`config.mk`:
```
export PLATFORM = sky130hd
export DESIGN_NAME = epd_gain_mult
export DESIGN_NICKNAME = d
export VERILOG_FILES = /design/src/epd_pkg.sv /design/src/epd_gain_mult.sv
export SDC_FILE = /design/constraint.sdc
export NUM_CORES = 2
export LEC_CHECK = 0
export ABC_AREA = 1
export BUFFER_PORTS_ARGS = -buffer_cell sky130_fd_sc_hd__buf_2
export CAP_MARGIN = 20
export CORE_MARGIN = 2
export CORE_UTILIZATION = 60
export CTS_BUF_LIST = sky130_fd_sc_hd__clkbuf_8
export CTS_CLUSTER_DIAMETER = 100
export CTS_CLUSTER_SIZE = 8
export DETAILED_ROUTE_END_ITERATION = 10
export HOLD_SLACK_MARGIN = 0.06
export PLACE_DENSITY = 0.87
export SLEW_MARGIN = 0
export SYNTH_ARGS = -nofsm -noshare
export SYNTH_HDL_FRONTEND = slang
export SYNTH_SLANG_ARGS = --single-unit
```
`constraint.sdc`:
```
create_clock -name clock -period 17.6 [get_ports clock]
set_input_delay 0.88 -clock clock [delete_from_list [all_inputs] [get_ports clock]]
set_output_delay 0.88 -clock clock [all_outputs]
set_load 0.005 [all_outputs]
```
`src/epd_pkg.sv`:
```
// shared types, widths and constants of the encoder position drive
package epd_pkg;

   // default values of the top level parameters
   localparam int DEF_COUNTS_PER_REV = 330;
   localparam int DEF_FRAC_BITS      = 24;
   localparam int DEF_SUM_WIDTH      = 32;

   // field widths
   localparam int SETPOINT_W = 16;
   localparam int GAIN_W     = 40;
   localparam int GAIN_LO_W  = 20;
   localparam int DUTY_W     = 10;
   localparam int ANGLE_W    = 10;
   localparam int REV_W      = 32;
   localparam int ERR_W      = 18;
   localparam int DIFF_W     = 19;
   localparam int CSR_IDX_W  = 3;
   localparam int CSR_DATA_W = 40;

   // degrees in one revolution
   localparam int ANGLE_SPAN = 360;

   // command codes
   localparam logic CMD_EDGE = 1'b0;
   localparam logic CMD_TICK = 1'b1;

   // register indexes
   localparam logic [CSR_IDX_W-1:0] CSR_SETPOINT = 3'd0;
   localparam logic [CSR_IDX_W-1:0] CSR_KP       = 3'd1;
   localparam logic [CSR_IDX_W-1:0] CSR_KI_T     = 3'd2;
   localparam logic [CSR_IDX_W-1:0] CSR_KD_T     = 3'd3;
   localparam logic [CSR_IDX_W-1:0] CSR_LIMIT    = 3'd4;
   localparam logic [CSR_IDX_W-1:0] CSR_OFFSET   = 3'd5;
   localparam logic [CSR_IDX_W-1:0] CSR_DEADBAND = 3'd6;

   // register reset values
   localparam logic signed [SETPOINT_W-1:0] SETPOINT_RST = 16'sd90;
   localparam logic [GAIN_W-1:0] KP_RST       = 40'd25165824;
   localparam logic [GAIN_W-1:0] KI_T_RST     = 40'd17;
   localparam logic [GAIN_W-1:0] KD_T_RST     = 40'd3355443200;
   localparam logic [DUTY_W-1:0] LIMIT_RST    = 10'd624;
   localparam logic [DUTY_W-1:0] OFFSET_RST   = 10'd210;
   localparam logic [DUTY_W-1:0] DEADBAND_RST = 10'd1;

   // duty values
   localparam logic [DUTY_W-1:0] DUTY_MAX  = 10'd1023;
   localparam logic [DUTY_W-1:0] DUTY_IDLE = 10'd1;

   // per item fields carried alongside the gain pipeline
   typedef struct packed {
      logic                      cmd;
      logic                      forward;
      logic                      enabled;
      logic signed [ANGLE_W-1:0] angle;
      logic signed [REV_W-1:0]   revs;
      logic                      dir;
   } side_type;

   // stage load strobes
   typedef struct packed {
      logic load_s2;
      logic load_s3;
      logic load_s4;
   } pipe_ctl_type;

endpackage

```
`src/epd_gain_mult.sv`:
```
// gain times magnitude, split into two half-gain products over two stages
module epd_gain_mult
   import epd_pkg::*;
#(
   parameter int MAG_W = DEF_SUM_WIDTH
) (
   input  logic                    clock,
   input  pipe_ctl_type            ctl,
   input  logic [GAIN_W-1:0]       gain,
   input  logic [MAG_W-1:0]        mag,
   input  logic                    neg,
   output logic [GAIN_W+MAG_W-1:0] term_mag,
   output logic                    term_neg
);

   localparam int HI_W   = GAIN_W - GAIN_LO_W;
   localparam int LO_P_W = GAIN_LO_W + MAG_W;
   localparam int HI_P_W = HI_W + MAG_W;
   localparam int TERM_W = GAIN_W + MAG_W;

   logic [LO_P_W-1:0] prod_lo_ff;
   logic [HI_P_W-1:0] prod_hi_ff;
   logic              neg_s2_ff, neg_s3_ff;
   logic [TERM_W-1:0] term_ff, term_in;

   assign term_in = (TERM_W'(prod_hi_ff) << GAIN_LO_W) + TERM_W'(prod_lo_ff);

   always_ff @(posedge clock) begin
      if (ctl.load_s2) begin
         prod_lo_ff <= LO_P_W'(gain[GAIN_LO_W-1:0]) * LO_P_W'(mag);
         prod_hi_ff <= HI_P_W'(gain[GAIN_W-1:GAIN_LO_W]) * HI_P_W'(mag);
         neg_s2_ff  <= neg;
      end
      if (ctl.load_s3) begin
         term_ff   <= term_in;
         neg_s3_ff <= neg_s2_ff;
      end
   end

   assign term_mag = term_ff;
   assign term_neg = neg_s3_ff;

endmodule

```
==> flow_metrics.tcl <==
set metrics [dict create \
    status "finished, final reports clean" \
    synth_area_mm2 0.0537 \
    antenna_found_initial 5 \
    first_pass_iters 6 \
    dp_hpwl_mm 117 \
    num-nets-final 8667 \
    die_w_um 303 \
    finalNonFillerCells 8340 \
    gp_congestion 1.00 \
    ys_types 35 \
    port_buffers 148 \
    grt_pass1_vias 48100 \
    multi_input_area_mm2 0.0389 \
    drt_iter0_drc 4159 \
    min_period_over_period_pct 41.8 \
    clk_latency_ns 0.50 \
    cts_htree_levels 4 \
    syn_area_per_cell_um2 7.44 \
    grt_usage_pct 33.8 \
    ant_nets 0 \
    clock_sinks 178 \
    initial_core_util_pct 60.7 \
    cts_setup_buffers 0 \
    io_pins 150 \
    hold_path_class "reg -> reg" \
    setup_viol 0 \
    dieArea_mm2 0.0919 \
    vias 44800 \
    detail_route.wl_per_cell_um 17.8 \
    max_freq_mhz 136 \
    coreArea_mm2 0.0885 \
    synth_top_area_share_pct 40.0 \
    end_kind "flip-flop" \
    ys_ff_latch 178 \
    dp_cells 8302 \
    yosys-top-cells-area "fa_1 (40%), nand2_1 (16%), inv_1 (16%)" \
    worst_slew_pin_slew_ns 1.33 \
    synth-seq-area-share_pct 9.95 \
    async_flop_share_pct 0 \
    ys_warn_count 0 \
    r2r_slack_ns 15.11 \
    drive_gt1_share_pct 4.07 \
    fin_crit_ns 7.36 \
    cts-hold-fix-buffers 0 \
    hold_path_depth 0 \
    setup_tns_ns 0 \
    fin_skew_ns 0.0163 \
    cp-start-kind "input pin" \
    slew_violations 0 \
    grt_remaining_overflow 0 \
    cts-root-buf "clkbuf_8" \
    regArea_mm2 0.00535 \
    synth.most_common_cell "nand2_1" \
    path_class "in -> reg" \
    syn_nets 8723 \
    maxSlewHeadroom_pct 11.6 \
    synth_enable_flop_cells 178 \
    critPathArrivalTime_ns 7.61 \
    hold_path.startpoint "prod_lo_ff[16]" \
    cp.required_ns 17.85 \
    core.rowCount 109 \
    die_y_um 303 \
    synth.largest_area_cell "fa_1" \
    rr_startpoint "prod_lo_ff[20]" \
    ctsResizeCount 0 \
    grt_pass1_wl_mm 243 \
    clkTransAtPathRegs_ns 0.11 \
    rr_worst_depth 13 \
    rsz0062_at_grt "no" \
    worst-path-max-fanout 40 \
    numCtsBuffers 17 \
    yosys_most_used_dff "edfxtp_1" \
    grt_max_degree 83 \
    drc 0 \
    drv_cap 0 \
    hold_violations 0 \
    n_fill_cell 7313 \
    synth_commonest_cells "nand2_1 (2333), inv_1 (2251), fa_1 (1073)" \
    area_growth_pct 3.66 \
    drt_wl_total_mm 149 \
    hold-path-endpoint "term_mag[16]" \
    clockBufferDepth 2 \
    viasPerCell 5.38 \
    synthCells 7217 \
    cts_tree "done" \
    r2r_end "term_mag[50]" \
]
placed cells by master, fill, tap and decap left out, types with 2 or more instances in the layout:
master         n
nor2_4         2
xor2_1        84
bufinv_16      2
nor2_1       228
and2_1         5
nor2_2        31
buf_4         22
or2_1          3
nand3b_1      19
buf_16         2
clkinv_1       2
xnor2_1       11
edfxtp_1     178
a21oi_1       92
o21bai_1      15
inv_8          5
o21a_1         2
a21boi_0       6
o21ai_0       20
o21ai_1       10
clkinvlp_4     2
buf_2        146
a31oi_1        2
nand4_1       32
clkbuf_8      17
nand2_1     2333
nor4_1         4
nor3_2        10
buf_12         3
fa_1        1073
nand3_2        5
nor3_1        19
inv_6          3
inv_1       2251
nand3_1      137
ha_1         356
inv_2         13
clkinv_4       2
nand2_2       22
how the worst max path moves through the flow:
stage            start             end  slack, ns  cells past startpoint
3_5_place_dp   mag[20]  prod_hi_ff[42]      10.01                     22
5_1_grt        mag[21]  prod_lo_ff[32]      10.10                     24
6_report       mag[21]  prod_lo_ff[38]      10.24                     20
4_1_cts        mag[15]  prod_lo_ff[22]      10.54                     18
3_3_place_gp   mag[22]  prod_lo_ff[32]      10.06                     22
2_1_floorplan  gain[5]  prod_lo_ff[42]      11.28                     25
worst max-delay path, stage by stage:
cell and delay [ns]:
buf_2 0.96, nand2_1 0.21, fa_1 0.57, fa_1 0.53, fa_1 0.54, inv_1 0.06
fa_1 0.47, fa_1 0.49, fa_1 0.49, inv_1 0.05, fa_1 0.47, inv_1 0.05
ha_1 0.55, nand2_1 0.18, nor2_1 0.18, inv_1 0.10, nor4_1 0.42, nand2_1 0.17
nand3_1 0.10, nand2_1 0.09
kinds of logic after synthesis:
logic type      Yosys count  share of synthesized area, %
fa+ha+maj              1429                          48.3
xor+xnor                 95                          1.55
buf+inv                2514                          17.6
simple gates           2852                          21.1
compound gates          149                          1.52
flops                   178                          9.95
layer usage:
metal | wire length, um | vias up | track usage (%) | part of all wire, %
li1 | - | 20100 | - | -
met1 | 56400 | 21600 | 43.3 | 38
met2 | 68800 | 2547 | 55.7 | 46
met3 | 15900 | 572 | 6.42 | 11
met4 | 7440 | 8 | 16.2 | 5.0
met5 | 48 | - | 0 | 0.032
sequential cells by signal (all words and copies together) (netlist names):
signal and flops:
neg_s2_ff 1, prod_hi_ff 52, prod_lo_ff 52, term_mag 72, term_neg 1
metrics by stage:
step	worst slack, ns	hold slack, ns	utilization [%]	area (um2)
finish	10.24	0.421	62.9	55700
global route	10.10	0.424	62.9	55700
CTS	10.54	0.419	62.8	55600
detailed placement	10.01	0.405	62.3	55100
global placement	10.06	0.401	62.3	55100
floorplan	11.28	0.400	-	53700
layout make-up:
class | instances | share of cell area, %
sequential | 178 | 9.60
multi-input combinational | 4525 | 69.9
antenna | 1 | 0.00450
clock inverter | 15 | 0.344
timing repair buffer | 173 | 1.82
inverter | 2266 | 15.3
tap | 1165 | 2.62
clock buffer | 17 | 0.420
Power is not shown: default switching activity piles up to over one toggle a cycle in this logic, so the estimate is an artifact.
