[src/epd_pkg.sv]
// shared types, widths and constants of the encoder position drive
package epd_pkg;

   // default values of the top level parameters
   localparam int DEF_COUNTS_PER_REV = 330;
   localparam int DEF_FRAC_BITS      = 24;
   localparam int DEF_SUM_WIDTH      = 32;

   // field widths
   localparam int SETPOINT_W = 16;
   localparam int GAIN_W     = 40;
   localparam int GAIN_LO_W  = 20;
   localparam int DUTY_W     = 10;
   localparam int ANGLE_W    = 10;
   localparam int REV_W      = 32;
   localparam int ERR_W      = 18;
   localparam int DIFF_W     = 19;
   localparam int CSR_IDX_W  = 3;
   localparam int CSR_DATA_W = 40;

   // degrees in one revolution
   localparam int ANGLE_SPAN = 360;

   // command codes
   localparam logic CMD_EDGE = 1'b0;
   localparam logic CMD_TICK = 1'b1;

   // register indexes
   localparam logic [CSR_IDX_W-1:0] CSR_SETPOINT = 3'd0;
   localparam logic [CSR_IDX_W-1:0] CSR_KP       = 3'd1;
   localparam logic [CSR_IDX_W-1:0] CSR_KI_T     = 3'd2;
   localparam logic [CSR_IDX_W-1:0] CSR_KD_T     = 3'd3;
   localparam logic [CSR_IDX_W-1:0] CSR_LIMIT    = 3'd4;
   localparam logic [CSR_IDX_W-1:0] CSR_OFFSET   = 3'd5;
   localparam logic [CSR_IDX_W-1:0] CSR_DEADBAND = 3'd6;

   // register reset values
   localparam logic signed [SETPOINT_W-1:0] SETPOINT_RST = 16'sd90;
   localparam logic [GAIN_W-1:0] KP_RST       = 40'd25165824;
   localparam logic [GAIN_W-1:0] KI_T_RST     = 40'd17;
   localparam logic [GAIN_W-1:0] KD_T_RST     = 40'd3355443200;
   localparam logic [DUTY_W-1:0] LIMIT_RST    = 10'd624;
   localparam logic [DUTY_W-1:0] OFFSET_RST   = 10'd210;
   localparam logic [DUTY_W-1:0] DEADBAND_RST = 10'd1;

   // duty values
   localparam logic [DUTY_W-1:0] DUTY_MAX  = 10'd1023;
   localparam logic [DUTY_W-1:0] DUTY_IDLE = 10'd1;

   // per item fields carried alongside the gain pipeline
   typedef struct packed {
      logic                      cmd;
      logic                      forward;
      logic                      enabled;
      logic signed [ANGLE_W-1:0] angle;
      logic signed [REV_W-1:0]   revs;
      logic                      dir;
   } side_type;

   // stage load strobes
   typedef struct packed {
      logic load_s2;
      logic load_s3;
      logic load_s4;
   } pipe_ctl_type;

endpackage

[src/epd_encoder.sv]
// quadrature edge counter, revolution counter and angle within the revolution
module epd_encoder
   import epd_pkg::*;
#(
   parameter int COUNTS_PER_REV = DEF_COUNTS_PER_REV
) (
   input  logic                      clock,
   input  logic                      reset,
   input  logic                      step,
   input  logic                      down,
   output logic signed [ANGLE_W-1:0] angle,
   output logic signed [ANGLE_W-1:0] angle_next,
   output logic signed [REV_W-1:0]   revs_next,
   output logic                      dir_next
);

   localparam int MAGN_W = $clog2(COUNTS_PER_REV + 1);
   localparam int CNT_W  = MAGN_W + 1;
   // 2^K >= N^2 keeps the reciprocal exact for every count below N
   localparam int ANG_K  = 2 * MAGN_W + 1;
   localparam int PROD_W = ANG_K + ANGLE_W;
   localparam logic [PROD_W-1:0] ANG_C =
      PROD_W'(((longint'(ANGLE_SPAN) << ANG_K) + COUNTS_PER_REV - 1) / COUNTS_PER_REV);
   localparam logic signed [CNT_W-1:0] CNT_MAX = CNT_W'(COUNTS_PER_REV);

   logic signed [CNT_W-1:0]   cnt_ff, cnt_in, cnt_step;
   logic signed [REV_W-1:0]   rev_ff, rev_in;
   logic signed [ANGLE_W-1:0] angle_ff, angle_in;
   logic                      dir_ff, dir_in;
   logic                      wrap_up, wrap_dn;
   logic [CNT_W-1:0]          cnt_abs;
   logic [PROD_W-1:0]         prod;
   logic [ANGLE_W-1:0]        angle_mag;

   assign cnt_step = down ? cnt_ff - CNT_W'(1) : cnt_ff + CNT_W'(1);
   assign wrap_up  = !down && (cnt_step >= CNT_MAX);
   assign wrap_dn  = down && (cnt_step <= -CNT_MAX);

   always_comb begin
      cnt_in   = cnt_ff;
      rev_in   = rev_ff;
      dir_in   = dir_ff;
      if (step) begin
         dir_in = down;
         cnt_in = (wrap_up || wrap_dn) ? '0 : cnt_step;
         if (wrap_up) begin
            rev_in = rev_ff + REV_W'(1);
         end else if (wrap_dn) begin
            rev_in = rev_ff - REV_W'(1);
         end
      end
   end

   // |count| * 360 / N by a constant reciprocal
   assign cnt_abs   = cnt_in[CNT_W-1] ? unsigned'(-cnt_in) : unsigned'(cnt_in);
   assign prod      = PROD_W'(cnt_abs[MAGN_W-1:0]) * ANG_C;
   assign angle_mag = {1'b0, prod[ANG_K +: ANGLE_W-1]};
   assign angle_in  = step ? (cnt_in[CNT_W-1] ? -signed'(angle_mag) : signed'(angle_mag))
                           : angle_ff;

   always_ff @(posedge clock) begin
      if (reset) begin
         cnt_ff   <= '0;
         rev_ff   <= '0;
         angle_ff <= '0;
         dir_ff   <= 1'b0;
      end else begin
         cnt_ff   <= cnt_in;
         rev_ff   <= rev_in;
         angle_ff <= angle_in;
         dir_ff   <= dir_in;
      end
   end

   assign angle      = angle_ff;
   assign angle_next = angle_in;
   assign revs_next  = rev_in;
   assign dir_next   = dir_in;

endmodule

[config.mk]
export PLATFORM = sky130hd
export DESIGN_NAME = epd_encoder
export DESIGN_NICKNAME = d
export VERILOG_FILES = /design/src/epd_pkg.sv /design/src/epd_encoder.sv
export SDC_FILE = /design/constraint.sdc
export NUM_CORES = 1
export LEC_CHECK = 0
export BUFFER_PORTS_ARGS = -buffer_cell sky130_fd_sc_hd__buf_2
export CAP_MARGIN = 20
export CORE_ASPECT_RATIO = 0.5
export CORE_MARGIN = 4
export CORE_UTILIZATION = 45
export CTS_CLUSTER_SIZE = 10
export DETAILED_ROUTE_END_ITERATION = 8
export PLACE_DENSITY_LB_ADDON = 0.3
export SLEW_MARGIN = 20
export SYNTH_ARGS = -nofsm -noshare
export SYNTH_HDL_FRONTEND = slang
export SYNTH_SLANG_ARGS = --single-unit
[constraint.sdc]
create_clock -name clock -period 10.8 [get_ports clock]
set_input_delay 0.54 -clock clock [delete_from_list [all_inputs] [get_ports clock]]
set_output_delay 0.54 -clock clock [all_outputs]
set_load 0.01 [all_outputs]
==> summary.md <==
| Metric | Value |
|---|---|
| Initial antenna violation count | `0` |
| Number of DRC markers in iteration 0 | `approximately 410` |
| Avg WL per Cell | `15.2 um` |
| Main combinational cell family by area after synthesis | `adder cells` |
| Reg2Reg Setup Slack | `about 1.6 ns` |
| RSZ-0062 raised after global routing | `false` |
| Number of synthesized register bits | `53` |
| WS Path Type | `in2out` |
| Worst path slowest cell | `fa_1` |
| CTS H-tree lvls | `2` |
| Largest net degree at the start of global routing | `54` |
| Worst-Margin Slew | `roughly 1 ns` |
| CP endpoint kind | `primary output` |
| CP startpoint kind | `input port` |
| Warnings, synthesis | `0` |
| Placed cell areas | `7120 um2` |
| Root buffer cell | `clkbuf_16` |
| Hold_buf cts | `0` |
| Share of layout cells above drive strength 1 | `13.0%` |
| Commonest non-fill, non-tap cell in the layout | `inv_1` |
| Mean Syn Cell Area | `between 8 and 9 um2` |
| Register clock-pin slew on the reported worst setup and hold paths | `around 0.07 ns` |
| TritonCTS Buffers | `5` |
| Via count | `5866` |
| Cells after Synth | `between 800 and 900` |
| CTS tree | `built` |
| Ports | `between 50 and 60` |
| Arr. time, crit path | `approximately 9.5 ns` |
| TNS Setup | `0 ns` |
| Yosys top cell area share | `between 10% and 20%` |
| Post-route design area | `around 7300 um2` |
| Req. time, crit path | `roughly 10 ns` |
| DR vias/cell | `5.51` |
| Die height | `94.1 um` |
| Synth Area in Compound Gates | `around 16%` |
| Drt drc | `0` |
| Worst flop-to-flop path endpoint | `angle[6]` |
| Worst clock skew | `0.00539 ns` |
| Layout Nets | `approximately 1000` |
| Final Hold Fails | `0` |
| Skew-Pair Late Insertion Delay | `around 0.29 ns` |
| FMAX | `100 MHz` |
| DRT Pass-1 Iters | `5` |
| R2r startpoint | `cnt_ff[0]` |
| Synthesized cell area | `6670 um2` |
| CP peak stage delay | `approximately 0.6 ns` |
| Number of enable flip-flop cells after synthesis | `0` |
| Routability cong. | `roughly 0.9` |
| Initial core utilization | `a little under half` |
| Ant diodes | `0` |
| Final period util | `between 90 and 100%` |
| Die W | `roughly 180 um` |
| Post-Synth Simple-Gate Area | `~25%` |
| Status | `finished, final reports clean` |
| Crit path capture | `angle_next[7]` |
| Worst R2R Path Depth | `36` |
| Critical path peak fanout | `16` |
| Commonest non-fill, non-tap cells in the layout | `inv_1 (89), ha_1 (74), nor2_1 (73), nand2_1 (60), buf_2 (56)` |
| Adder-Cell Fraction of Synth Area | `26.8%` |
| Seq/Total Area, Yosys | `between 10% and 20%` |
| Min cycle time layout | `between 9 and 10 ns` |
| Synth cell types | `between 70 and 80` |
| Core area | `~14000 um2` |
| Clk sinks | `53` |
| Gr usage total | `19.2%` |
| Maximum clock path buffer count | `2` |
| Launching element of the worst setup path | `down` |
| Global-route wire length before repair | `about 27 mm` |
| Final WL | `16.2 mm` |
| Number of global-route vias before repair | `5671` |
| Max-Cap Viols | `0` |
| Area growth syn-to-layout | `9.93%` |
| Leading area contributor after synthesis | `dfxtp_1` |
| Rel. slew slack | `approximately 34%` |
| DIE AREA | `between 15000 and 20000 um2` |
| # setup viols final | `0` |
| Synth area leaders | `dfxtp_1 (16%), ha_1 (14%), fa_1 (13%), inv_1 (5.0%), xnor2_1 (4.6%)` |
| Routed Antenna Nets | `0` |
| Top_reg_cell synth | `dfxtp_1` |
| Syn_nets | `947` |
| Worst min path class | `reg2reg` |
| Total grt overflow | `0` |
| Slew Limit Fails | `0` |
| Hpwl dp | `13.0 mm` |
| Post-synthesis mux area share | `roughly 1.5%` |
| FP Rows | `31` |
| PortBufs | `between 50 and 60` |
| Post-synth ARST share | `0%` |
| Xor/xnor share of the synthesized area | `under 10%` |
[critical path, delay by kind of cell]
kind	cells	cell delay, ns
fa+ha+maj	7	3.21
xor+xnor	3	0.68
simple gates	6	1.38
compound gates	13	2.85
buf+inv	7	0.77
[cells by family after synthesis]
family,Yosys count
compound gates,153
fa+ha+maj,117
buf+inv,118
mux,9
xor+xnor,58
simple gates,318
flops,53
[synthesized netlist by cell type (6+ instances only)]
cell type and instances:
inv_1 89, ha_1 74, nor2_1 73, nand2_1 60, dfxtp_1 53, nor2b_1 47, fa_1 43, o21ai_0 37
xnor2_1 35, a21oi_1 34, nor3_1 31, nand3_1 29, xor2_1 21, clkbuf_1 15, nor4_1 15, nand4_1 11
o21ai_1 10, nand2b_1 9, o211ai_1 9, buf_2 8, a211oi_1 6, or3_1 6
[worst min-delay path by stage]
stage	from	end	slack (ns)	cells after the start
4_1_cts	angle[7]	angle[7]	0.55	2
3_5_place_dp	angle[7]	angle[7]	0.53	2
3_3_place_gp	angle[7]	angle[7]	0.52	2
2_1_floorplan	cnt_ff[8]	cnt_ff[8]	0.52	2
6_report	angle[7]	angle[7]	0.54	2
5_1_grt	angle[7]	angle[7]	0.59	2
[cell type report]
class,count,area (um2)
tap,198,248
timing repair buffer,63,333
fill,1403,7140
clock inverter,2,35.0
inverter,89,334
sequential,53,1060
multi-input combinational,655,5190
clock buffer,5,125
[state kept, by name (all words and copies together) (netlist names)]
signal,count
cnt_ff,10
dir_ff,1
angle,10
rev_ff,32
[metrics by stage]
step	hold WS, ns	worst slack [ns]	utilization, %	instances
global route	0.594	0.0617	50.6	1065
finish	0.543	0.801	50.6	1065
floorplan	0.525	1.86	-	826
detailed placement	0.535	0.297	49.2	1058
global placement	0.522	0.514	49.2	1058
CTS	0.546	0.261	50.3	1065
[per-layer routing]
layer	vias to the layer above	global-route usage, %	wire [um]
met5	-	0	0
met4	0	3.52	267
met3	32	2.36	867
met2	166	33.7	7550
met1	2733	26.0	7500
li1	2935	-	-
[repair_timing]
item                                    4_1_cts  5_1_grt
setup buffers                                 0        0
gates resized for setup                       0       11
endpoints found under the setup margin        0        9
Power is not shown: default switching activity piles up to over one toggle a cycle in this logic, so the estimate is an artifact.
