==> config.mk <==
export PLATFORM = sky130hd
export DESIGN_NAME = epd_pid_state
export DESIGN_NICKNAME = d
export VERILOG_FILES = /design/src/epd_pkg.sv /design/src/epd_pid_state.sv
export SDC_FILE = /design/constraint.sdc
export NUM_CORES = 1
export LEC_CHECK = 0
export BUFFER_PORTS_ARGS = -buffer_cell sky130_fd_sc_hd__clkbuf_2
export CORE_UTILIZATION = 46
export CTS_CLUSTER_DIAMETER = 60
export DETAILED_ROUTE_END_ITERATION = 10
export PLACE_DENSITY = 0.71
export SLEW_MARGIN = 20
export SYNTH_ARGS = -nofsm -noshare
export SYNTH_HDL_FRONTEND = slang
export SYNTH_SLANG_ARGS = --single-unit
==> constraint.sdc <==
create_clock -name clock -period 30 [get_ports clock]
set_input_delay 6 -clock clock [delete_from_list [all_inputs] [get_ports clock]]
set_output_delay 6 -clock clock [all_outputs]
set_load 0.02 [all_outputs]
==> src/epd_pkg.sv <==
// shared types, widths and constants of the encoder position drive
package epd_pkg;

   // default values of the top level parameters
   localparam int DEF_COUNTS_PER_REV = 330;
   localparam int DEF_FRAC_BITS      = 24;
   localparam int DEF_SUM_WIDTH      = 32;

   // field widths
   localparam int SETPOINT_W = 16;
   localparam int GAIN_W     = 40;
   localparam int GAIN_LO_W  = 20;
   localparam int DUTY_W     = 10;
   localparam int ANGLE_W    = 10;
   localparam int REV_W      = 32;
   localparam int ERR_W      = 18;
   localparam int DIFF_W     = 19;
   localparam int CSR_IDX_W  = 3;
   localparam int CSR_DATA_W = 40;

   // degrees in one revolution
   localparam int ANGLE_SPAN = 360;

   // command codes
   localparam logic CMD_EDGE = 1'b0;
   localparam logic CMD_TICK = 1'b1;

   // register indexes
   localparam logic [CSR_IDX_W-1:0] CSR_SETPOINT = 3'd0;
   localparam logic [CSR_IDX_W-1:0] CSR_KP       = 3'd1;
   localparam logic [CSR_IDX_W-1:0] CSR_KI_T     = 3'd2;
   localparam logic [CSR_IDX_W-1:0] CSR_KD_T     = 3'd3;
   localparam logic [CSR_IDX_W-1:0] CSR_LIMIT    = 3'd4;
   localparam logic [CSR_IDX_W-1:0] CSR_OFFSET   = 3'd5;
   localparam logic [CSR_IDX_W-1:0] CSR_DEADBAND = 3'd6;

   // register reset values
   localparam logic signed [SETPOINT_W-1:0] SETPOINT_RST = 16'sd90;
   localparam logic [GAIN_W-1:0] KP_RST       = 40'd25165824;
   localparam logic [GAIN_W-1:0] KI_T_RST     = 40'd17;
   localparam logic [GAIN_W-1:0] KD_T_RST     = 40'd3355443200;
   localparam logic [DUTY_W-1:0] LIMIT_RST    = 10'd624;
   localparam logic [DUTY_W-1:0] OFFSET_RST   = 10'd210;
   localparam logic [DUTY_W-1:0] DEADBAND_RST = 10'd1;

   // duty values
   localparam logic [DUTY_W-1:0] DUTY_MAX  = 10'd1023;
   localparam logic [DUTY_W-1:0] DUTY_IDLE = 10'd1;

   // per item fields carried alongside the gain pipeline
   typedef struct packed {
      logic                      cmd;
      logic                      forward;
      logic                      enabled;
      logic signed [ANGLE_W-1:0] angle;
      logic signed [REV_W-1:0]   revs;
      logic                      dir;
   } side_type;

   // stage load strobes
   typedef struct packed {
      logic load_s2;
      logic load_s3;
      logic load_s4;
   } pipe_ctl_type;

endpackage

==> src/epd_pid_state.sv <==
// error, saturating integrator, derivative difference and deadband flags
module epd_pid_state
   import epd_pkg::*;
#(
   parameter int SUM_WIDTH = DEF_SUM_WIDTH,
   parameter int MAG_W     = DEF_SUM_WIDTH
) (
   input  logic                         clock,
   input  logic                         reset,
   input  logic                         tick,
   input  logic signed [SETPOINT_W-1:0] setpoint,
   input  logic [DUTY_W-1:0]            deadband,
   input  logic signed [ANGLE_W-1:0]    angle,
   output logic [MAG_W-1:0]             err_mag,
   output logic                         err_neg,
   output logic [MAG_W-1:0]             sum_mag,
   output logic                         sum_neg,
   output logic [MAG_W-1:0]             diff_mag,
   output logic                         diff_neg,
   output logic                         forward_next,
   output logic                         enabled_next
);

   localparam int SUMX_W = ((SUM_WIDTH > ERR_W) ? SUM_WIDTH : ERR_W) + 1;
   localparam logic signed [SUMX_W-1:0] SUM_MAX =
      SUMX_W'((longint'(1) << (SUM_WIDTH - 1)) - 1);
   localparam logic signed [SUMX_W-1:0] SUM_MIN = -SUM_MAX - SUMX_W'(1);

   logic signed [ERR_W-1:0]     prev_err_ff, err, err_abs, db;
   logic signed [SUM_WIDTH-1:0] sum_ff, sum_in, sum_abs;
   logic signed [SUMX_W-1:0]    sum_x;
   logic signed [DIFF_W-1:0]    diff, diff_abs;
   logic                        forward_ff, enabled_ff, above, below;

   assign err   = ERR_W'(setpoint) - ERR_W'(angle);
   assign sum_x = SUMX_W'(sum_ff) + SUMX_W'(err);
   assign diff  = DIFF_W'(err) - DIFF_W'(prev_err_ff);

   always_comb begin
      priority if (sum_x > SUM_MAX) begin
         sum_in = SUM_WIDTH'(SUM_MAX);
      end else if (sum_x < SUM_MIN) begin
         sum_in = SUM_WIDTH'(SUM_MIN);
      end else begin
         sum_in = SUM_WIDTH'(sum_x);
      end
   end

   assign db    = ERR_W'(signed'({1'b0, deadband}));
   assign above = err > db;
   assign below = err < -db;

   // magnitudes and signs for the gain multipliers
   assign err_abs  = err[ERR_W-1] ? -err : err;
   assign sum_abs  = sum_in[SUM_WIDTH-1] ? -sum_in : sum_in;
   assign diff_abs = diff[DIFF_W-1] ? -diff : diff;
   assign err_mag  = MAG_W'(unsigned'(err_abs));
   assign sum_mag  = MAG_W'(unsigned'(sum_abs));
   assign diff_mag = MAG_W'(unsigned'(diff_abs));
   assign err_neg  = err[ERR_W-1];
   assign sum_neg  = sum_in[SUM_WIDTH-1];
   assign diff_neg = diff[DIFF_W-1];

   assign forward_next = tick ? above : forward_ff;
   assign enabled_next = tick ? (above || below) : enabled_ff;

   always_ff @(posedge clock) begin
      if (reset) begin
         prev_err_ff <= '0;
         sum_ff      <= '0;
         forward_ff  <= 1'b0;
         enabled_ff  <= 1'b0;
      end else if (tick) begin
         prev_err_ff <= err;
         sum_ff      <= sum_in;
         forward_ff  <= above;
         enabled_ff  <= above || below;
      end
   end

endmodule

==> impl_metrics.env <==
export IMPL_status="finished clean"
export IMPL_drv_cap=0
export IMPL_ctsHoldBuffers=0
export IMPL_start_util_pct=47.3
export IMPL_io_pins=140
export IMPL_cp_top_family="compound AO/OA/AOI/OAI gates"
export IMPL_crit_top_cell="a21oi_1"
export IMPL_drtIter0Drc=583
export IMPL_crit_type="input port to primary output"
export IMPL_required_ns=24.00
export IMPL_die_w_um=136
export IMPL_fin_crit_sh_pct=62.8
export IMPL_synth_edf_count=0
export IMPL_postRouteAntennaNets=0
export IMPL_cp_depth=29
export IMPL_irDropWorstVdd_mv=0.0731
export IMPL_powerDensity_mw_per_mm2=89.0
export IMPL_grt_start_max_net_pins=79
export IMPL_rows=48
export IMPL_overflow=0
export IMPL_asyncSetResetFlopFracSynth_pct=0
export IMPL_clock_fmax_ghz=0.0531
export IMPL_cts_sinks=51
export IMPL_antenna_found_initial=0
export IMPL_rsz0062_at_grt="no"
export IMPL_port_buffers=110
export IMPL_layout_drive_gt1_share_pct=12.8
export IMPL_crit_fanout=36
export IMPL_synth_top_flop_cell="dfxtp_1"
export IMPL_path_buf_inv=5
export IMPL_min_period_ns=18.83
export IMPL_relSlewSlack_pct=27.8
export IMPL_netlist_area_mm2=0.00821
export IMPL_hpwl_mm=19.0
export IMPL_clockBufferDepth=2
export IMPL_cts_made_buffers=5
export IMPL_min_path_cells=2
export IMPL_vias_per_cell=5.87
export IMPL_worst_slew_pin_slew_ns=1.08
export IMPL_clock_skew_ns=0.0155
export IMPL_syn2layout_area_growth_pct=9.31
export IMPL_cts_reportedPaths_clkPinSlew_ns=0.07
export IMPL_drcViolationCount=0
export IMPL_synthTopCellsByArea="ha_1 (15%), dfxtp_1 (12%), xnor2_1 (6.8%)"
export IMPL_synth_top_area_share_pct=14.8
export IMPL_setup_viol=0
export IMPL_tns_ns=0
export IMPL_syn_avg_cell_area_um2=7.12
export IMPL_reg2reg_depth=14
export IMPL_place_inst=1455
export IMPL_slowest_delay_ns=0.48
export IMPL_core_area_mm2=0.0174
export IMPL_cts_setup_buffers=0
export IMPL_seq_area_frac_synth_pct=12.4
export IMPL_ys_ff_latch=51
export IMPL_wl_per_cell_um=16.5
export IMPL_hp_class="flip-flop to flip-flop"
export IMPL_report_final_slew_viol_count=0
export IMPL_cpMaxStageDelayCell="ha_1"
export IMPL_syn_inst=1154
export IMPL_gp_congestion=0.925
export IMPL_dieArea_mm2=0.0184
export IMPL_wl_mm=24.2
export IMPL_synth_top_area_cell="ha_1"
export IMPL_totalPowerFinal_mw=0.799
export IMPL_fin_nets=1376
export IMPL_ys_types=84
export IMPL_fp_dieH_um=136
export IMPL_clk_latency_ns=0.32
export IMPL_ctsResizeCount=0
export IMPL_htree_levels=2
export IMPL_cellLeakagePower_nw=4.10
export IMPL_dr_total_vias=8590
export IMPL_stdcell_count=1463
export IMPL_final_hold_viol_count=0
export IMPL_grt_use_total_pct=26.0
export IMPL_cts_tree="yes"
export IMPL_cts_root_buf="clkbuf_16"
export IMPL_grt_pass1_vias=7623
export IMPL_first_pass_iters=8
export IMPL_cp_arrival_ns=12.83
export IMPL_synth_warnings=0
export IMPL_worst_setup_path_start_kind="input port"
export IMPL_num_antenna_cells=0
export IMPL_grt_first_pass_wirelength_mm=38.1
export IMPL_end_kind="primary output"
==> worst reg2reg max path, delay by kind of cell, from the launching register on <==
kind / cells / cell delay [ns]
buf+inv: 3 / 0.61
fa+ha+maj: 2 / 0.60
mux: 1 / 0.08
simple gates: 2 / 0.29
compound gates: 6 / 2.11
flops: 1 / 0.35
==> cell families (layout without fill, tap and decap cells) <==
logic type	after synthesis	after routing	synth area share, %
fa+ha+maj	102	102	15.8
other cells	1	29	0.0457
compound gates	350	350	28.4
simple gates	373	373	21.3
mux	21	21	2.59
buf+inv	158	214	9.08
flops	51	51	12.4
xor+xnor	98	98	10.5
==> power breakdown <==
part	leakage, nW	switching (mW)	total, mW	internal [mW]
sequential	0.424	0.00749	0.0871	0.0796
clock	0.0759	0.0312	0.0632	0.0320
combinational	3.60	0.428	0.649	0.221
==> cell usage in the layout (no fill, tap or decap), drive strengths merged, types with 6 or more instances in the layout <==
cell    count
nor2      139
clkbuf    113
a21oi     102
ha         97
nand2      95
inv        84
o21ai      72
xnor2      64
dfxtp      51
a211oi     40
xor2       34
nor3       32
conb       29
a21o       20
mux2i      19
nor2b      16
a31oi      16
nand3      15
buf        15
nor4       14
nand4      14
o21a       13
o211ai     11
o31ai      11
or2        10
or3         8
nand2b      7
o21bai      7
a21boi      6
==> metal layers <==
layer	track usage, %	wire length, µm	up-vias
met4	8.05	482	0
li1	-	-	4260
met5	0	0	-
met3	2.96	1440	40
met1	36.4	11500	3997
met2	41.4	10800	293
==> path summary, 6_finish.rpt <==
kind / startpoint / end / slack, ns
setup / recovery: setpoint[0] / sum_mag[30] / 11.17
hold reg to reg: sum_ff[21] / sum_ff[21] / 0.48
hold / removal: sum_ff[21] / sum_ff[21] / 0.48
setup reg to reg: sum_ff[0] / sum_ff[9] / 25.91
==> Yosys cell counts (6+ instances only) <==
master    instances
a211oi_1         39
a21boi_0          6
a21o_1           20
a21oi_1         101
a31oi_1          16
buf_4            31
clkbuf_1         32
dfxtp_1          51
ha_1             97
inv_1            83
mux2i_1          19
nand2_1          95
nand2b_1          7
nand3_1          15
nand4_1          12
nor2_1          139
nor2b_1          16
nor3_1           31
nor4_1           14
o211ai_1         11
o21a_1           13
o21ai_0          61
o21ai_1           8
o21bai_1          7
o31ai_1          10
or2_2             8
or3_1             8
xnor2_1          64
xor2_1           34
==> through the flow <==
| step | hold WS [ns] | cell area (µm²) | utilization [%] | setup WS [ns] |
|---|---|---|---|---|
| global placement | 0.460 | 8820 | 50.8 | 11.49 |
| finish | 0.477 | 8980 | 51.7 | 11.17 |
| global route | 0.504 | 8980 | 51.7 | 10.44 |
| CTS | 0.476 | 8980 | 51.7 | 11.22 |
| floorplan | 0.449 | 8320 | - | 11.36 |
| detailed placement | 0.464 | 8820 | 50.8 | 11.25 |
==> area by class of cell <==
| class | instances | area (µm²) |
|---|---|---|
| tap | 225 | 282 |
| multi-input combinational | 973 | 6560 |
| clock inverter | 3 | 28.8 |
| fill | 1732 | 8380 |
| sequential | 51 | 1020 |
| timing repair buffer | 123 | 648 |
| inverter | 83 | 312 |
| clock buffer | 5 | 125 |
==> registers in the layout, summed over array words and instances (netlist names) <==
register and count:
sum_ff 32, forward_ff 1, enabled_ff 1, prev_err_ff 17
No activity file was read; power rests on OpenSTA's default activity.
