File: src/epd_pkg.sv
// shared types, widths and constants of the encoder position drive
package epd_pkg;

   // default values of the top level parameters
   localparam int DEF_COUNTS_PER_REV = 330;
   localparam int DEF_FRAC_BITS      = 24;
   localparam int DEF_SUM_WIDTH      = 32;

   // field widths
   localparam int SETPOINT_W = 16;
   localparam int GAIN_W     = 40;
   localparam int GAIN_LO_W  = 20;
   localparam int DUTY_W     = 10;
   localparam int ANGLE_W    = 10;
   localparam int REV_W      = 32;
   localparam int ERR_W      = 18;
   localparam int DIFF_W     = 19;
   localparam int CSR_IDX_W  = 3;
   localparam int CSR_DATA_W = 40;

   // degrees in one revolution
   localparam int ANGLE_SPAN = 360;

   // command codes
   localparam logic CMD_EDGE = 1'b0;
   localparam logic CMD_TICK = 1'b1;

   // register indexes
   localparam logic [CSR_IDX_W-1:0] CSR_SETPOINT = 3'd0;
   localparam logic [CSR_IDX_W-1:0] CSR_KP       = 3'd1;
   localparam logic [CSR_IDX_W-1:0] CSR_KI_T     = 3'd2;
   localparam logic [CSR_IDX_W-1:0] CSR_KD_T     = 3'd3;
   localparam logic [CSR_IDX_W-1:0] CSR_LIMIT    = 3'd4;
   localparam logic [CSR_IDX_W-1:0] CSR_OFFSET   = 3'd5;
   localparam logic [CSR_IDX_W-1:0] CSR_DEADBAND = 3'd6;

   // register reset values
   localparam logic signed [SETPOINT_W-1:0] SETPOINT_RST = 16'sd90;
   localparam logic [GAIN_W-1:0] KP_RST       = 40'd25165824;
   localparam logic [GAIN_W-1:0] KI_T_RST     = 40'd17;
   localparam logic [GAIN_W-1:0] KD_T_RST     = 40'd3355443200;
   localparam logic [DUTY_W-1:0] LIMIT_RST    = 10'd624;
   localparam logic [DUTY_W-1:0] OFFSET_RST   = 10'd210;
   localparam logic [DUTY_W-1:0] DEADBAND_RST = 10'd1;

   // duty values
   localparam logic [DUTY_W-1:0] DUTY_MAX  = 10'd1023;
   localparam logic [DUTY_W-1:0] DUTY_IDLE = 10'd1;

   // per item fields carried alongside the gain pipeline
   typedef struct packed {
      logic                      cmd;
      logic                      forward;
      logic                      enabled;
      logic signed [ANGLE_W-1:0] angle;
      logic signed [REV_W-1:0]   revs;
      logic                      dir;
   } side_type;

   // stage load strobes
   typedef struct packed {
      logic load_s2;
      logic load_s3;
      logic load_s4;
   } pipe_ctl_type;

endpackage

File: src/epd_duty.sv
// pid sum of the three terms, then magnitude, limit and offset to a duty value
module epd_duty
   import epd_pkg::*;
#(
   parameter int FRAC_BITS = DEF_FRAC_BITS,
   parameter int MAG_W     = DEF_SUM_WIDTH
) (
   input  logic                    clock,
   input  pipe_ctl_type            ctl,
   input  logic [GAIN_W+MAG_W-1:0] p_mag,
   input  logic                    p_neg,
   input  logic [GAIN_W+MAG_W-1:0] i_mag,
   input  logic                    i_neg,
   input  logic [GAIN_W+MAG_W-1:0] d_mag,
   input  logic                    d_neg,
   input  logic [DUTY_W-1:0]       duty_limit,
   input  logic [DUTY_W-1:0]       duty_offset,
   output logic [DUTY_W-1:0]       duty
);

   localparam int ACC_W = GAIN_W + MAG_W + 3;

   logic signed [ACC_W-1:0] acc_ff, acc_in, p_s, i_s, d_s;
   logic [ACC_W-1:0]        acc_abs, limit_fx;
   logic [DUTY_W:0]         duty_sum;

   assign p_s    = p_neg ? -signed'(ACC_W'(p_mag)) : signed'(ACC_W'(p_mag));
   assign i_s    = i_neg ? -signed'(ACC_W'(i_mag)) : signed'(ACC_W'(i_mag));
   assign d_s    = d_neg ? -signed'(ACC_W'(d_mag)) : signed'(ACC_W'(d_mag));
   assign acc_in = p_s + i_s + d_s;

   always_ff @(posedge clock) begin
      if (ctl.load_s4) begin
         acc_ff <= acc_in;
      end
   end

   assign acc_abs  = acc_ff[ACC_W-1] ? unsigned'(-acc_ff) : unsigned'(acc_ff);
   assign limit_fx = ACC_W'(duty_limit) << FRAC_BITS;
   assign duty_sum = {1'b0, acc_abs[FRAC_BITS +: DUTY_W]} + {1'b0, duty_offset};

   always_comb begin
      priority if (acc_abs >= limit_fx) begin
         duty = duty_limit;
      end else if (duty_sum[DUTY_W]) begin
         duty = DUTY_MAX;
      end else begin
         duty = duty_sum[DUTY_W-1:0];
      end
   end

endmodule

File: config.mk
export PLATFORM = sky130hd
export DESIGN_NAME = epd_duty
export DESIGN_NICKNAME = d
export VERILOG_FILES = /design/src/epd_pkg.sv /design/src/epd_duty.sv
export SDC_FILE = /design/constraint.sdc
export NUM_CORES = 1
export LEC_CHECK = 0
export BUFFER_PORTS_ARGS = -buffer_cell sky130_fd_sc_hd__buf_2
export CAP_MARGIN = 0
export CORE_MARGIN = 1.5
export CORE_UTILIZATION = 55
export DETAILED_ROUTE_END_ITERATION = 8
export PLACE_DENSITY = 0.87
export SLEW_MARGIN = 20
export SYNTH_ARGS = -nofsm -noshare
export SYNTH_HDL_FRONTEND = slang
export SYNTH_SLANG_ARGS = --single-unit
export TNS_END_PERCENT = 20
File: constraint.sdc
create_clock -name clock -period 11.2 [get_ports clock]
set_clock_uncertainty 0.15 [all_clocks]
set_input_delay 2.24 -clock clock [delete_from_list [all_inputs] [get_ports clock]]
set_output_delay 2.24 -clock clock [all_outputs]
set_load 0.02 [all_outputs]
==> results.tsv, run 1 <==
stage	metric	value	unit
synthesis	synthTopCellsByArea	edfxtp_1 (14%), xor2_1 (13%), fa_1 (9.7%)	
clocking	ctsHoldBuffers	0	
synthesis	yosysTopAreaCell	edfxtp_1	
timing	finalSetupTns	0	ns
critical_path	crit_chain	buf_2 -> or4_1 -> nor4bb_1 -> nand4_1 -> or2_1 -> or3_4 -> or4_1 -> or4b_1 -> o31ai_1 -> xor2_1 -> fa_1 -> inv_1 -> ha_1 -> a21oi_1 -> o21bai_1 -> a21oi_1 -> o21ai_0 -> nand2_1 -> a21oi_1 -> o31a_1 -> a211oi_1 -> o31ai_1 -> xnor2_1	
critical_path	crit_required	11.12	ns
flow_run	max-cap-violations	0	
synthesis	yosys_warnings	0	
timing	setup_violations	0	
finish	drive_gt1_share	14.7	%
clocking	post_cts_buffers	0	
placed_design	placed_area	17300	µm²
timing	maxSlewViolCount	0	
timing	fmax	107	MHz
synthesis	synth_area_per_cell	7.78	µm²
finish	top_regs	acc_ff: 75 flops	
finish	area_growth	11.9	%
critical_path	cp_num_cells	23	
pwr	p_leak	7.62	nW
placed_design	place_congestion	0.997	
grt	antenna_found_initial	0	
critical_path	cp-start-kind	input pin	
timing	timing.hold.ws	2.41	ns
detailed_routing	route.detailed.drc	0	
synthesis	synth_flop_cell	edfxtp_1	
timing	period_needed	9.31	ns
critical_path	cp_common_cell	a21oi_1	
synthesis	yosysSeqAreaShare	14.3	%
placed_design	io_buffers	250	
clocking	cts_resized	0	
floorplanning	die_area	29700	µm²
synthesis	synth-edff-count	75	
timing	rsz0062_at_grt	false	
finish	fin_area	17600	µm²
synthesis	ys_types	83	
grt	grt_use_total	32.2	%
floorplanning	initial_core_util	56.3	%
floorplanning	die_x	172	µm
worst_hold_path	hold_class	input pin to flop	
pwr	power_density	185	nW/µm²
pwr	p_total	0.00326	W
timing	hold_viol_final	0	
floorplanning	rows	61	
detailed_routing	drt_pass1_iterations	5	
worst_hold_path	min_path_cells	4	
critical_path	crit_path_max_incr_delay	0.88	ns
finish	instances_no_fill	2608	
detailed_routing	wl_per_cell	18.5	µm
pwr	irDropWorstVdd	0.0000984	V
grt	first_global_vias	14700	
detailed_routing	drt-total-wl	48.1	mm
clocking	clkTransAtPathRegs	0.06	ns
synthesis	async_flop_share	0	%
clocking	cts_root_buf	clkbuf_16	
detailed_routing	viasPerCell	6.25	
critical_path	cp_slowest_cell	nor4bb_1	
placed_design	post-dp-hpwl	41.3	mm
critical_path	critPathKind	input pin to flop	
detailed_routing	antenna_left	0	
critical_path	worstSetupEndpointType	flop	
synthesis	synth_seq_cells	75	
synthesis	synth_cells	2027	
timing	period_share	83.2	%
synthesis	synth.cell_area	15800	µm²
grt	grt_overflow	0	
synthesis	synth_top_cell_area_share	14.3	%
grt	grt_max_degree	76	
floorplanning	chipHeight	172	µm
floorplanning	core-area	28000	µm²
timing	max_slew.worst_pin.slew	1.00	ns
detailed_routing	vias	16300	
finish	final_nets	2639	
critical_path	path_max_fanout	7	
clocking	cts_buffer_depth	2	
timing	relSlewSlack	32.7	%
clocking	cts_buffers	9	
clocking	clock-sinks	75	
critical_path	worstPathArrival	9.23	ns
detailed_routing	drtIter0Drc	1679	
floorplanning	io_pins	253	
outcome	outcome	finished, final reports clean	
critical_path	path_buf_inv	2	
synthesis	syn-num-nets	2442	
placed_design	placedCellCount	2591	
clocking	ctsHtreeMaxLevel	3	
finish	largest_reg_flops	75	
grt	grt_pass1_wl	75.8	mm
clocking	cts_tree	yes	
critical_path	critical_path.top_delay_family	simple AND/OR/NAND/NOR gates	
finish	regMostFlops	acc_ff	
## where the power goes
group | leakage, nW | internal (W) | switching, W
Combinational | 6.72 | 0.000887 | 0.00132
Clock | 0.166 | 0.000219 | 0.000107
Sequential | 0.734 | 0.000547 | 0.000181
Total | 7.62 | 0.00165 | 0.00160
## layout make-up
cell class,count,area [µm²]
clock inverter,7,124
sequential,75,2250
inverter,206,773
clock buffer,9,225
fill,2438,10400
antenna,1,2.50
tap,378,473
timing repair buffer,254,1280
multi-input combinational,1678,12500
## metrics by stage
step / util [%] / setup WS [ns]
finish: 63.0 / 1.89
global route: 62.9 / 1.49
CTS: 62.9 / 2.06
detailed placement: 61.6 / 1.72
global placement: 61.6 / 1.78
floorplan: - / 2.85
## layout by cell type, fill, tap and decap left out, types with 6 or more instances in the layout
cell       synthesis  final
xnor2_1           70     70
o31ai_1           70     70
nor2b_1           18     18
nor3_1            46     46
edfxtp_1          75     75
xor2_1           232    232
inv_1            205    205
nand2_1          168    168
a21o_1            44     44
ha_1              96     96
nand2b_1          17     17
a31oi_1           36     36
or2_2             25     25
fa_1              76     76
o2111ai_1          6      6
and3_1            12     12
o21a_1            13     13
or4_1             26     26
o211ai_1          10     10
a211oi_1           9      9
o21bai_1          25     25
nand4_1           31     31
nor2_1           120    120
nor4_1            30     28
o21ai_0          145    144
or3_1             43     43
clkbuf_16          0      9
nand3_1           33     33
a21oi_1          117    117
o41ai_1           38     38
and2_1             8      8
buf_2              3    249
or3_4              7      7
## synthesized netlist by cell type (all sizes together), types with 4 or more instances
master,count
o21ai,148
nand2,168
or3,50
nand4,31
xor2,232
o21bai,25
ha,96
edfxtp,75
nand4b,5
a211o,4
mux2i,4
a31oi,36
and3,12
nand3b,4
nor2b,18
a41oi,5
o31ai,73
a21oi,117
nor2,121
or2,27
fa,76
or4,31
a21o,44
xnor2,70
nand2b,17
nand3,33
nor4,32
a211oi,9
o21a,13
buf,6
and2,9
inv,205
clkbuf,62
a2111oi,4
nor3b,5
o2111ai,6
and4,5
o41ai,39
o211ai,10
nor3,46
## final timing paths
check | start | end
worst max-delay path | d_mag[12] | acc_ff[74]
worst min-delay path | i_mag[0] | acc_ff[0]
## routing by layer
layer	vias to the layer above	share of wire [%]	track usage (%)
met5	-	0	0
met4	0	2.0	7.49
met3	82	10	3.78
met2	1013	42	48.5
met1	7497	46	48.8
li1	7702	-	-
## cell families after synthesis
group	synth area share, %
compound gates	23.8
xor+xnor	16.8
fa+ha+maj	17.3
buf+inv	6.55
flops	14.3
mux	0.397
simple gates	20.9
(Power assumes the default switching activity.)
==> inputs of run 2 (changes only) <==
==> constraint.sdc (replaced) <==
create_clock -name clock -period 9.4 [get_ports clock]
set_clock_uncertainty 0.15 [all_clocks]
set_input_delay 1.88 -clock clock [delete_from_list [all_inputs] [get_ports clock]]
set_output_delay 1.88 -clock clock [all_outputs]
set_load 0.02 [all_outputs]
==> results.tsv, run 2 (synthesized netlist as in run 1, its figures left out) <==
stage	metric	value	unit	change
placed_design	placedCellCount	2593		+0.077%
clocking	cts_tree	yes		
clocking	post_cts_buffers	0		unchanged
finish	instances_no_fill	2609		+0.038%
finish	fillers	2461		+0.94%
detailed_routing	wl_per_cell	18.4	µm	about the same
critical_path	worstSetupEndpointType	flop		
worst_hold_path	holdCritStartpoint	i_mag[0]		
floorplanning	core-area	28000	µm²	unchanged
floorplanning	die_area	29700	µm²	unchanged
timing	finalSetupTns	0	ns	unchanged
timing	max_slew.worst_pin.slew	1.05	ns	+0.0480 ns
clocking	ctsHtreeMaxLevel	3		unchanged
timing	hold_viol_final	0		unchanged
finish	drive_gt1_share	14.7	%	+0.076 points
timing	period_needed	8.60	ns	
finish	top_regs	acc_ff: 75 flops		
timing	relSlewSlack	29.5	%	-3.2 points
finish	layout_commonest_cell	buf_2		
timing	period_share	91.4	%	
finish	multi_input_area	12500	µm²	unchanged
finish	regMostFlops	acc_ff		
critical_path	critPathKind	input pin to flop		
pwr	power_density	221	nW/µm²	+20%
worst_hold_path	hold_class	input pin to flop		
timing	maxSlewViolCount	0		unchanged
finish	area_growth	11.9	%	about the same
clocking	clock-sinks	75		unchanged
timing	fmax	116	MHz	
clocking	clkTransAtPathRegs	0.06	ns	about the same
pwr	p_leak	7.63	nW	+0.13%
worst_hold_path	hold_end	acc_ff[0]		
grt	grt_pass1_wl	76.0	mm	+0.20%
clocking	ctsHoldBuffers	0		unchanged
clocking	cts_buffers	9		unchanged
detailed_routing	drtIter0Drc	1827		+8.8%
floorplanning	die_x	172	µm	unchanged
clocking	cts_buffer_depth	2		unchanged
critical_path	worstPathArrival	8.51	ns	-0.72 ns
finish	antenna_cells	0		-1
detailed_routing	viasPerCell	6.21		-0.58%
floorplanning	io_pins	253		unchanged
critical_path	cp-start-kind	input pin		
critical_path	path_max_fanout	6		-1
grt	grt_overflow	0		unchanged
timing	timing.hold.ws	2.05	ns	-0.363 ns
finish	seqCellArea	2250	µm²	unchanged
timing	rsz0062_at_grt	false		
finish	largest_reg_flops	75		unchanged
floorplanning	chipHeight	172	µm	unchanged
placed_design	place_congestion	0.995		-0.21%
placed_design	io_buffers	250		unchanged
detailed_routing	antenna_left	0		unchanged
grt	first_global_vias	14900		+0.85%
timing	setup_violations	0		unchanged
detailed_routing	drt_pass1_iterations	6		+1
grt	grt_max_degree	76		unchanged
detailed_routing	route.detailed.drc	0		unchanged
clocking	cts_root_buf	clkbuf_16		
floorplanning	initial_core_util	56.3	%	unchanged
finish	final_cell_mix	buf_2 (249), xor2_1 (232), inv_1 (205)		
critical_path	crit_required	9.31	ns	-1.81 ns
grt	antenna_found_initial	0		unchanged
flow_run	max-cap-violations	0		unchanged
detailed_routing	vias	16200		-0.54%
placed_design	post-dp-hpwl	41.2	mm	-0.18%
grt	grt_use_total	32.1	%	-0.12 points
detailed_routing	drt-total-wl	48.1	mm	about the same
clocking	cts_resized	0		unchanged
floorplanning	rows	61		unchanged
worst_hold_path	min_path_cells	4		unchanged
finish	final_core_util	63.0	%	about the same
pwr	irDropWorstVdd	0.000132	V	+34%
outcome	outcome	finished, final reports clean		
finish	final_nets	2641		+0.076%
run 2: cell count changes in the layout (fill, tap and decap cells not counted), sizes merged:
cell	before	now
buf	254	256
inv	206	207
diode	1	0
clkinv	3	2
run 2: final cells by class:
cell class,count,area share (%)
Clock buffer,9,1.28
Clock inverter,7,0.702
Inverter,206,4.38
Multi-Input combinational cell,1678,70.8
Sequential cell,75,12.8
Tap cell,378,2.68
Timing Repair Buffer,256,7.36
run 2: stage by stage:
| step | area (µm²) | setup WS [ns] | power (W) |
|---|---|---|---|
| 6_report | 17600 | 0.804 | 0.00390 |
| 5_1_grt | 17600 | 0.404 | 0.00422 |
| 4_1_cts | 17600 | 0.912 | 0.00383 |
| 3_5_place_dp | 17300 | 0.581 | 0.00343 |
| 3_3_place_gp | 17300 | 0.687 | 0.00335 |
| 2_1_floorplan | 15800 | 1.41 | 0.00272 |
run 2: power breakdown:
group	total, W	switching, W	leakage, nW	internal (W)
sequential	0.000882	0.000230	0.734	0.000652
clock	0.000392	0.000131	0.167	0.000261
combinational	0.00263	0.00157	6.73	0.00106
run 2: worst max-delay path, stage by stage:
cell,delay [ns]
buf_2,0.12
or4_4,0.55
or3_4,0.35
or3_4,0.36
nand4bb_4,0.29
or3_1,0.39
or3_1,0.35
o41ai_1,0.31
xor2_1,0.15
fa_1,0.53
inv_1,0.04
ha_1,0.40
inv_1,0.10
nor3_1,0.32
nand3_1,0.18
nor3_1,0.18
o21ai_0,0.19
a2111oi_0,0.69
o2111ai_1,0.30
and2_1,0.28
o311ai_0,0.44
xor2_1,0.11
run 2: how the worst max path moves through the flow:
stage               slack (ns)          to      start  cells past startpoint
detailed placement        0.58  acc_ff[74]   d_mag[4]                     24
finish                    0.80  acc_ff[72]  i_mag[18]                     22
global placement          0.69  acc_ff[72]  i_mag[18]                     22
floorplan                 1.41  acc_ff[67]   i_mag[4]                     23
global route              0.40  acc_ff[72]  i_mag[18]                     22
CTS                       0.91  acc_ff[74]   d_mag[4]                     24
run 2: routing by layer:
layer,up-vias,share of wire [%],track usage (%)
met4,0,1.8,6.69
li1,7709,-,-
met2,876,42,48.5
met1,7552,46,47.9
met5,-,0,0
met3,69,9.8,4.97
